**src/rtl/fralu_pkg.sv**
```systemverilog
package fralu_pkg;

	// operand and result width
	localparam int WIDTH = 32;
	// bits of a shift count or step count over one operand word
	localparam int KW = $clog2(WIDTH);

	// command codes
	typedef enum logic [2:0] {
		CMD_ADD  = 3'd0,
		CMD_SUB  = 3'd1,
		CMD_MUL  = 3'd2,
		CMD_DIV  = 3'd3,
		CMD_DIVI = 3'd4,
		CMD_RED  = 3'd5
	} cmd_t;

	// input item
	typedef struct packed {
		logic [2:0]              command;
		logic signed [WIDTH-1:0] a_num;
		logic signed [WIDTH-1:0] a_den;
		logic signed [WIDTH-1:0] b_num;
		logic signed [WIDTH-1:0] b_den;
		logic                    reduce;
	} req_t;

	// result item
	typedef struct packed {
		logic signed [WIDTH-1:0] result_num;
		logic signed [WIDTH-1:0] result_den;
		logic                    error;
	} res_t;

	// multiplier operand pairs
	typedef enum logic [2:0] {
		MUL_AN_BD,
		MUL_BN_AD,
		MUL_AD_BD,
		MUL_AN_BN,
		MUL_AD_BN,
		MUL_AN_1,
		MUL_AD_1
	} mul_op_t;

	// product destination
	typedef enum logic [1:0] {
		DST_NONE,
		DST_NUM,
		DST_DEN,
		DST_TMP
	} dst_t;

	// controller states
	typedef enum logic [3:0] {
		ST_IDLE,
		ST_M1,
		ST_M2,
		ST_M3,
		ST_COMB,
		ST_CHECK,
		ST_GCD,
		ST_DIV,
		ST_FIN,
		ST_DONE
	} state_t;

	// controller to datapath commands
	typedef struct packed {
		logic    load;
		mul_op_t mul_op;
		dst_t    mul_dst;
		logic    comb;
		logic    comb_sub;
		logic    set_err;
		logic    set_zero;
		logic    gcd_init;
		logic    gcd_step;
		logic    div_init;
		logic    div_step;
		logic    fin;
	} ctl_t;

	// datapath to controller status
	typedef struct packed {
		logic num_zero;
		logic den_zero;
		logic gcd_done;
		logic div_last;
	} stat_t;

endpackage

```
**src/rtl/fralu_dp.sv**
```systemverilog
module fralu_dp (
	input  logic            clk,
	input  fralu_pkg::req_t request,
	input  fralu_pkg::ctl_t ctl,
	output fralu_pkg::stat_t stat,
	output fralu_pkg::res_t result
);

	localparam int W  = fralu_pkg::WIDTH;
	localparam int KW = fralu_pkg::KW;

	logic [W-1:0]   an_q, ad_q, bn_q, bd_q;
	logic [W-1:0]   num_q, den_q, tmp_q;
	logic           err_q;
	logic [W-1:0]   x_q, y_q, g_q;
	logic [KW-1:0]  k_q, cnt_q;
	logic [W-1:0]   qn_q, qd_q, rn_q, rd_q;

	logic [W-1:0]   mul_a, mul_b, prod;
	logic [2*W-1:0] prod_full;
	logic [W-1:0]   comb_val;
	logic [W-1:0]   mag_num, mag_den;
	logic [W-1:0]   x_nx, y_nx, x_dif, y_dif;
	logic [KW-1:0]  k_nx;
	logic [W:0]     rn_sh, rd_sh, rn_sub, rd_sub;
	logic           ge_n, ge_d;
	logic [W-1:0]   rn_nx, rd_nx;

	// shared multiplier, low word only (wraps like the operand type)
	always_comb begin
		mul_a = an_q;
		mul_b = W'(1);
		case (ctl.mul_op)
			fralu_pkg::MUL_AN_BD: begin
				mul_a = an_q;
				mul_b = bd_q;
			end
			fralu_pkg::MUL_BN_AD: begin
				mul_a = bn_q;
				mul_b = ad_q;
			end
			fralu_pkg::MUL_AD_BD: begin
				mul_a = ad_q;
				mul_b = bd_q;
			end
			fralu_pkg::MUL_AN_BN: begin
				mul_a = an_q;
				mul_b = bn_q;
			end
			fralu_pkg::MUL_AD_BN: begin
				mul_a = ad_q;
				mul_b = bn_q;
			end
			fralu_pkg::MUL_AD_1: begin
				mul_a = ad_q;
				mul_b = W'(1);
			end
			default: begin
				mul_a = an_q;
				mul_b = W'(1);
			end
		endcase
	end

	assign prod_full = mul_a * mul_b;
	assign prod      = prod_full[W-1:0];

	// cross-product sum or difference
	assign comb_val = ctl.comb_sub ? (num_q - tmp_q) : (num_q + tmp_q);

	// magnitudes, most negative value maps to 2^(W-1) exactly
	assign mag_num = num_q[W-1] ? (W'(0) - num_q) : num_q;
	assign mag_den = den_q[W-1] ? (W'(0) - den_q) : den_q;

	// binary gcd step, odd-odd case subtracts and halves at once
	assign x_dif = x_q - y_q;
	assign y_dif = y_q - x_q;
	always_comb begin
		x_nx = x_q;
		y_nx = y_q;
		k_nx = k_q;
		if (!x_q[0] && !y_q[0]) begin
			x_nx = x_q >> 1;
			y_nx = y_q >> 1;
			k_nx = k_q + KW'(1);
		end else if (!x_q[0]) begin
			x_nx = x_q >> 1;
		end else if (!y_q[0]) begin
			y_nx = y_q >> 1;
		end else if (x_q >= y_q) begin
			x_nx = x_dif >> 1;
		end else begin
			y_nx = y_dif >> 1;
		end
	end

	// restoring division of both magnitudes by the gcd in lockstep
	assign rn_sh  = {rn_q, qn_q[W-1]};
	assign rd_sh  = {rd_q, qd_q[W-1]};
	assign rn_sub = rn_sh - {1'b0, g_q};
	assign rd_sub = rd_sh - {1'b0, g_q};
	assign ge_n   = rn_sh >= {1'b0, g_q};
	assign ge_d   = rd_sh >= {1'b0, g_q};
	assign rn_nx  = ge_n ? rn_sub[W-1:0] : rn_sh[W-1:0];
	assign rd_nx  = ge_d ? rd_sub[W-1:0] : rd_sh[W-1:0];

	// operand and result registers
	always_ff @(posedge clk) begin
		if (ctl.load) begin
			an_q  <= request.a_num;
			ad_q  <= request.a_den;
			bn_q  <= request.b_num;
			bd_q  <= request.b_den;
			err_q <= 1'b0;
		end
		case (ctl.mul_dst)
			fralu_pkg::DST_NUM: num_q <= prod;
			fralu_pkg::DST_DEN: den_q <= prod;
			fralu_pkg::DST_TMP: tmp_q <= prod;
			default: ;
		endcase
		if (ctl.comb)
			num_q <= comb_val;
		if (ctl.set_err)
			err_q <= 1'b1;
		if (ctl.set_zero) begin
			num_q <= W'(0);
			den_q <= W'(1);
		end
		if (ctl.fin) begin
			num_q <= num_q[W-1] ? (W'(0) - qn_q) : qn_q;
			den_q <= den_q[W-1] ? (W'(0) - qd_q) : qd_q;
		end
	end

	// gcd and divider registers
	always_ff @(posedge clk) begin
		if (ctl.gcd_init) begin
			x_q <= mag_num;
			y_q <= mag_den;
			k_q <= '0;
		end else if (ctl.gcd_step) begin
			x_q <= x_nx;
			y_q <= y_nx;
			k_q <= k_nx;
		end
		if (ctl.div_init) begin
			g_q   <= (x_q | y_q) << k_q;
			qn_q  <= mag_num;
			qd_q  <= mag_den;
			rn_q  <= '0;
			rd_q  <= '0;
			cnt_q <= '0;
		end else if (ctl.div_step) begin
			qn_q  <= {qn_q[W-2:0], ge_n};
			qd_q  <= {qd_q[W-2:0], ge_d};
			rn_q  <= rn_nx;
			rd_q  <= rd_nx;
			cnt_q <= cnt_q + KW'(1);
		end
	end

	// status back to the controller
	assign stat.num_zero = (num_q == '0);
	assign stat.den_zero = (den_q == '0);
	assign stat.gcd_done = (x_q == '0) || (y_q == '0);
	assign stat.div_last = (cnt_q == KW'(W - 1));

	assign result.result_num = num_q;
	assign result.result_den = den_q;
	assign result.error      = err_q;

endmodule

```
**src/rtl/fralu_ctrl.sv**
```systemverilog
module fralu_ctrl (
	input  logic             clk,
	input  logic             arst_n,
	input  logic             start,
	input  logic [2:0]       command,
	input  logic             reduce,
	input  fralu_pkg::stat_t stat,
	output fralu_pkg::ctl_t  ctl,
	output logic             busy,
	output logic             done
);

	fralu_pkg::state_t state_q, state_d;
	fralu_pkg::cmd_t   cmd_q;
	logic              red_q;

	// state register
	always_ff @(posedge clk or negedge arst_n) begin
		if (!arst_n)
			state_q <= fralu_pkg::ST_IDLE;
		else
			state_q <= state_d;
	end

	// latched command, codes above reduce-only act as reduce-only
	always_ff @(posedge clk) begin
		if (ctl.load) begin
			cmd_q <= fralu_pkg::cmd_t'(command);
			red_q <= reduce || (command >= fralu_pkg::CMD_RED);
		end
	end

	// next state and datapath commands
	always_comb begin
		state_d     = state_q;
		ctl         = '0;
		ctl.mul_op  = fralu_pkg::MUL_AN_1;
		ctl.mul_dst = fralu_pkg::DST_NONE;
		unique case (state_q)
			fralu_pkg::ST_IDLE: begin
				if (start) begin
					ctl.load = 1'b1;
					state_d  = fralu_pkg::ST_M1;
				end
			end
			fralu_pkg::ST_M1: begin
				ctl.mul_dst = fralu_pkg::DST_NUM;
				unique case (cmd_q) inside
					fralu_pkg::CMD_ADD, fralu_pkg::CMD_SUB, fralu_pkg::CMD_DIV:
						ctl.mul_op = fralu_pkg::MUL_AN_BD;
					fralu_pkg::CMD_MUL:
						ctl.mul_op = fralu_pkg::MUL_AN_BN;
					default:
						ctl.mul_op = fralu_pkg::MUL_AN_1;
				endcase
				state_d = fralu_pkg::ST_M2;
			end
			fralu_pkg::ST_M2: begin
				state_d = fralu_pkg::ST_CHECK;
				unique case (cmd_q) inside
					fralu_pkg::CMD_ADD, fralu_pkg::CMD_SUB: begin
						ctl.mul_op  = fralu_pkg::MUL_BN_AD;
						ctl.mul_dst = fralu_pkg::DST_TMP;
						state_d     = fralu_pkg::ST_M3;
					end
					fralu_pkg::CMD_DIV: begin
						ctl.mul_op  = fralu_pkg::MUL_BN_AD;
						ctl.mul_dst = fralu_pkg::DST_DEN;
					end
					fralu_pkg::CMD_MUL: begin
						ctl.mul_op  = fralu_pkg::MUL_AD_BD;
						ctl.mul_dst = fralu_pkg::DST_DEN;
					end
					fralu_pkg::CMD_DIVI: begin
						ctl.mul_op  = fralu_pkg::MUL_AD_BN;
						ctl.mul_dst = fralu_pkg::DST_DEN;
					end
					default: begin
						ctl.mul_op  = fralu_pkg::MUL_AD_1;
						ctl.mul_dst = fralu_pkg::DST_DEN;
					end
				endcase
			end
			fralu_pkg::ST_M3: begin
				ctl.mul_op  = fralu_pkg::MUL_AD_BD;
				ctl.mul_dst = fralu_pkg::DST_DEN;
				state_d     = fralu_pkg::ST_COMB;
			end
			fralu_pkg::ST_COMB: begin
				ctl.comb     = 1'b1;
				ctl.comb_sub = (cmd_q == fralu_pkg::CMD_SUB);
				state_d      = fralu_pkg::ST_CHECK;
			end
			fralu_pkg::ST_CHECK: begin
				if (!red_q) begin
					state_d = fralu_pkg::ST_DONE;
				end else if (stat.den_zero) begin
					ctl.set_err = 1'b1;
					state_d     = fralu_pkg::ST_DONE;
				end else if (stat.num_zero) begin
					ctl.set_zero = 1'b1;
					state_d      = fralu_pkg::ST_DONE;
				end else begin
					ctl.gcd_init = 1'b1;
					state_d      = fralu_pkg::ST_GCD;
				end
			end
			fralu_pkg::ST_GCD: begin
				if (stat.gcd_done) begin
					ctl.div_init = 1'b1;
					state_d      = fralu_pkg::ST_DIV;
				end else begin
					ctl.gcd_step = 1'b1;
				end
			end
			fralu_pkg::ST_DIV: begin
				ctl.div_step = 1'b1;
				if (stat.div_last)
					state_d = fralu_pkg::ST_FIN;
			end
			fralu_pkg::ST_FIN: begin
				ctl.fin = 1'b1;
				state_d = fralu_pkg::ST_DONE;
			end
			fralu_pkg::ST_DONE: begin
				state_d = fralu_pkg::ST_IDLE;
			end
			default: begin
				state_d = fralu_pkg::ST_IDLE;
			end
		endcase
	end

	assign busy = (state_q != fralu_pkg::ST_IDLE);
	assign done = (state_q == fralu_pkg::ST_DONE);

endmodule

```
**src/rtl/fraction_alu_with_reduction.sv**
```systemverilog
// sequence: after accept the products, a combine step for add or sub, then a check;
//   done without reduction or for a zero part, else a binary gcd of up to 2*WIDTH
//   steps and WIDTH steps of the restoring divider on both parts at once, then done
// throughput: one item at a time, start is taken again the cycle after done
// done is a single-cycle strobe, the receiver cannot stall the result
// reset: arst_n asynchronous active low, returns the controller to idle
module fraction_alu_with_reduction (
	input  logic            clk,
	input  logic            arst_n,
	input  logic            start,
	input  fralu_pkg::req_t request,
	output logic            busy,
	output logic            done,
	output fralu_pkg::res_t result
);

	fralu_pkg::ctl_t  ctl;
	fralu_pkg::stat_t stat;

	// sequencer
	fralu_ctrl u_ctrl (
		.clk     (clk),
		.arst_n  (arst_n),
		.start   (start),
		.command (request.command),
		.reduce  (request.reduce),
		.stat    (stat),
		.ctl     (ctl),
		.busy    (busy),
		.done    (done)
	);

	// multiplier, gcd and divider
	fralu_dp u_dp (
		.clk     (clk),
		.request (request),
		.ctl     (ctl),
		.stat    (stat),
		.result  (result)
	);

endmodule

```
**config.mk**
```make
export PLATFORM = sky130hd
export DESIGN_NAME = fraction_alu_with_reduction
export DESIGN_NICKNAME = d
export VERILOG_FILES = /design/src/rtl/fralu_pkg.sv /design/src/rtl/fralu_dp.sv /design/src/rtl/fralu_ctrl.sv /design/src/rtl/fraction_alu_with_reduction.sv
export SDC_FILE = /design/constraint.sdc
export NUM_CORES = 2
export LEC_CHECK = 0
export BUFFER_PORTS_ARGS = -buffer_cell sky130_fd_sc_hd__buf_4
export CELL_PAD_IN_SITES_DETAIL_PLACEMENT = 2
export CELL_PAD_IN_SITES_GLOBAL_PLACEMENT = 2
export CORE_ASPECT_RATIO = 1.2
export CORE_MARGIN = 2
export CORE_UTILIZATION = 44
export DETAILED_ROUTE_END_ITERATION = 6
export GPL_ROUTABILITY_DRIVEN = 0
export GPL_TIMING_DRIVEN = 0
export MAX_ROUTING_LAYER = met4
export PLACE_DENSITY = 0.9
export SYNTH_ARGS = -nofsm -noshare
export SYNTH_HDL_FRONTEND = slang
export SYNTH_SLANG_ARGS = --single-unit
export TNS_END_PERCENT = 100
```
**constraint.sdc**
```tcl
create_clock -name clk -period 24.8 [get_ports clk]
set_clock_uncertainty 0.05 [all_clocks]
set_input_delay 1.24 -clock clk [delete_from_list [all_inputs] [get_ports clk]]
set_output_delay 1.24 -clock clk [all_outputs]
set_load 0.005 [all_outputs]
```
==> results of run 1 <==
==> stage by stage <==
step	cell area, sq um	hold WS (ns)	setup slack, ns	std cells	utilization
CTS	52430	0.2533	11.94	6793	0.4936
detailed placement	50550	0.4227	12.19	6689	0.4759
global placement	50310	0.3966	12.25	6679	0.4737
floorplan	47050	0.3906	15.75	5082	-
==> kinds of logic after synthesis <==
logic type                 after synthesis  synth area share
buffers and inverters                  819           0.06685
xor gates and xnor gates               375           0.07057
muxes                                   84           0.02388
AOI/OAI and AO/OA                     1139            0.1574
and+or+nand+nor                       1464            0.1385
DFF                                    467            0.2817
adders and majority gates              734            0.2611
==> routing by layer <==
layer / global-route usage / GRT overflow
met4: 0.6105 / 4
met5: - / -
met3: 0.4040 / 9
met1: 0.5959 / 0
met2: 0.8154 / 3
==> synthesized netlist by cell type, types with 38 or more instances <==
library cell  count
a21o_1           63
a21oi_1         251
clkbuf_1        171
dfxtp_1          75
edfxtp_1        388
fa_1            413
ha_1            321
inv_1           591
mux2i_1          56
nand2_1         564
nand2b_1         49
nand3_1          57
nor2_1          495
nor3_1           59
o21a_1           44
o21ai_0         317
o21bai_1         39
o31ai_1          56
or3_1            38
xnor2_1         207
xor2_1          165
==> summary.md, run 1 <==
| Metric | Value |
|---|---|
| Starting Density | 0.4430 |
| Grt ovf | 16 |
| Ys async rst share | 0.008565 |
| GRT Overall Usage | 0.6205 |
| Failing step | 5_1_grt |
| Postcts setup bufs | 0 |
| Status | aborted with a tool error |
| Clock root buffer master | clkbuf_16 |
| Cells after synthesis | 5082 |
| Die Ht | 362.2 um |
| Syn_area_per_cell | 9.259 sq um |
| Largest net degree at the start of global routing | 70 |
| EDFF count, synth | 388 |
| Die width | 302.5 um |
| Clock sink count | 467 |
| Initial antenna violation count | 24 |
| Row cnt | 131 |
| Main synth FF type | edfxtp_1 |
| # H-tree levels | 2 |
| IO Pins | 202 |
| Seq cells post-synth | 467 |
| Mapped Area | 47050 sq um |
| Syn nets | 5951 |
| Num CTS Buffers | 55 |
| Cell variety after synth | 97 |
| CTS Hold Bufs | 0 |
| Post-DP HPWL | 190900 um |
| Clk buf depth | 3 |
| Err | [ERROR GRT-0232] Routing congestion too high. Check the congestion heatmap in the GUI. |
| Seq/Total Area, Yosys | 0.2817 |
| Synth top area share | 0.2476 |
| Synth area leaders | edfxtp_1 25%, fa_1 18%, ha_1 8.5% |
| Synth Warn # | 0 |
| PortBufs | 201 |
| Cts repair resizes | 0 |
| Top cell type by total area after synthesis | edfxtp_1 |
==> run 2: changes to the inputs <==
- CELL_PAD_IN_SITES_DETAIL_PLACEMENT: 2 -> default
- CELL_PAD_IN_SITES_GLOBAL_PLACEMENT: 2 -> default
- CORE_ASPECT_RATIO: 1.2 -> default
- CORE_UTILIZATION: 44 -> 40
- MAX_ROUTING_LAYER: met4 -> default
- PLACE_DENSITY: 0.9 -> default
- PLACE_DENSITY_LB_ADDON: default -> 0.15
==> summary.md, run 2 <==
| Metric | Value |
|---|---|
| Cell variety after synth | 97 |
| Highest clock rate | 87.06 MHz |
| # H-tree levels | 2 |
| Initial DRC count | 4143 |
| Unrepaired setup endpoints after global routing | false |
| Failing checks | design-rule violations, max-capacitance violations, max-slew violations |
| Num CTS Buffers | 56 |
| Clk buf depth | 3 |
| Mapped Area | 47050 sq um |
| Grt ovf | 0 |
| Synth top area share | 0.2476 |
| Routed Antenna Nets | 0 |
| Sum Neg Setup Slack | 0 ns |
| EDFF count, synth | 388 |
| Post-layout min period | 11.49 ns |
| WL met3 | 14220 um |
| Worst-skew pair later-pin latency | 0.64 ns |
| Postcts setup bufs | 0 |
| Final hold vios | 0 |
| Vias in the first global route | 39893 |
| Final Max Slew Viols | 8 |
| Row cnt | 125 |
| Critical R2R Capture | u_dp.num_q[31] |
| Clock root buffer master | clkbuf_16 |
| Most frequent cells in the layout | 590 x inv_1, 564 x nand2_1, 495 x nor2_1, 413 x fa_1, 388 x edfxtp_1 |
| FF-to-FF path depth | 31 |
| WL/cell | 25.38 um |
| Ys async rst share | 0.008565 |
| Cells after synthesis | 5082 |
| Slew HR | -0.05404 |
| Worst-margin pin slew | 1.572 ns |
| CP max FO | 10 |
| CP arrival | 11.81 ns |
| Met2 WL | 79810 um |
| Worst hold path class | in -> async |
| Die Ht | 347.0 um |
| Top-count cell post-synth | inv_1 |
| TritonCTS clock tree | yes |
| Maxcap violations | 1 |
| Die area | 120400 sq um |
| Seq/Total Area, Yosys | 0.2817 |
| Synth area leaders | edfxtp_1 25%, fa_1 18%, ha_1 8.5% |
| Final wirelength | 175900 um |
| Topmost layer with routed signal wires | met4 |
| Vias per std cell | 5.795 |
| FF-to-FF Start | u_ctrl.cmd_q[1] |
| Global-route wire length before repair | 259200 um |
| Area Overhead vs Synth | 12.07% |
| Critical path endpoint category | register |
| Syn nets | 5951 |
| Commonest non-fill, non-tap cell in the layout | inv_1 |
| Main synth FF type | edfxtp_1 |
| IO Pins | 202 |
| R2r setup slk | 13.31 ns |
| Worst EP required | 25.13 ns |
| Slowest stage delay, CP | 0.75 ns |
| Post-DP HPWL | 143500 um |
| Initial antenna violation count | 2 |
| GRT Overall Usage | 0.2882 |
| Die width | 347.0 um |
| Seq cells post-synth | 467 |
| Largest net degree at the start of global routing | 72 |
| Cts repair resizes | 0 |
| Share of cells above drive strength 1 | 0.08033 |
| PortBufs | 201 |
| Crit Path Class | reg -> reg |
| DRT Pass-1 Iters | 7 |
| CP max-delay cell | o31ai_2 |
| Starting Density | 0.4044 |
| Worst setup SP type | register |
| CTS Hold Bufs | 0 |
| Status | finished, violations left |
| # DRC | 22 |
| Vias after detailed routing | 40151 |
| Setup Viol. Count Final | 0 |
| Clock sink count | 467 |
| Fin nets | 6224 |
| Met1 wire length | 72150 um |
| Syn_area_per_cell | 9.259 sq um |
| Final Cycle Share | 0.4631 |
| Core box area | 116400 sq um |
| Clk slew on worst S/H paths | 0.07 ns |
| Synth top cells by count | 591 x inv_1, 564 x nand2_1, 495 x nor2_1 |
| Synth Warn # | 0 |
| Top cell type by total area after synthesis | edfxtp_1 |
-- run 2: cell counts after synthesis --
Identical to the previous run, type by type.
-- run 2: worst max-delay path by stage --
stage,slack [ns],startpoint,end
floorplan,15.75,u_ctrl.cmd_q[0],u_dp.num_q[30]
global placement,13.37,u_ctrl.cmd_q[0],u_dp.num_q[31]
detailed placement,13.40,u_ctrl.cmd_q[1],u_dp.num_q[31]
CTS,13.36,u_ctrl.cmd_q[1],u_dp.num_q[31]
global route,13.04,u_ctrl.cmd_q[1],u_dp.num_q[31]
finish,13.31,u_ctrl.cmd_q[1],u_dp.num_q[31]
-- run 2: per-stage QoR --
| stage | instance area, sq um | setup slack (ns) | hold WS, ns | std cells | utilization |
|---|---|---|---|---|---|
| 3_3_place_gp | 50470 | 13.37 | 0.3972 | 6807 | 0.4337 |
| 2_1_floorplan | 47050 | 15.75 | 0.3906 | 5082 | - |
| 5_1_grt | 52730 | 13.04 | 0.3092 | 6927 | 0.4532 |
| 6_report | 52730 | 13.31 | 0.3317 | 6928 | 0.4532 |
| 3_5_place_dp | 50790 | 13.40 | 0.4062 | 6821 | 0.4365 |
| 4_1_cts | 52730 | 13.36 | 0.2976 | 6927 | 0.4532 |
-- run 2: logic make-up (layout without fill, tap and decap cells) --
kind of cell,count (synthesis),in the layout,share of synthesized area
fa+ha+maj,734,734,0.2611
simple gates,1464,1464,0.1385
xor+xnor,375,375,0.07057
compound gates,1139,1139,0.1574
flops,467,467,0.2817
mux,84,84,0.02388
buf+inv,819,1140,0.06685
other cells,0,1,0
-- run 2: per-layer routing --
| layer | vias up | GRT usage |
|---|---|---|
| met5 | - | 0 |
| met4 | 0 | 0.1340 |
| met3 | 392 | 0.04607 |
| met2 | 1939 | 0.4640 |
| met1 | 19804 | 0.3803 |
| li1 | 18016 | - |
-- run 2: layout make-up --
class | count | area, sq um
Fill cell | 11478 | 63630
Multi-Input combinational cell | 3796 | 30720
Sequential cell | 467 | 13250
Inverter | 595 | 2236
Tap cell | 1524 | 1907
Timing Repair Buffer | 215 | 1755
Clock buffer | 63 | 1469
Buffer | 224 | 913.4
Clock inverter | 43 | 474.2
Antenna cell | 1 | 2.502
-- run 2: worst max-delay path, delay by kind of cell (launching register included) --
family | cells | cell delay, ns
AOI/OAI and AO/OA | 3 | 1.72
xor gates and xnor gates | 10 | 2.41
adders and majority gates | 8 | 3.80
buffers and inverters | 8 | 2.28
DFF | 1 | 0.55
and+or+nand+nor | 2 | 0.39
Power of run 2 is not shown: default switching activity piles up to over one toggle a cycle in this logic, so the estimate is an artifact.
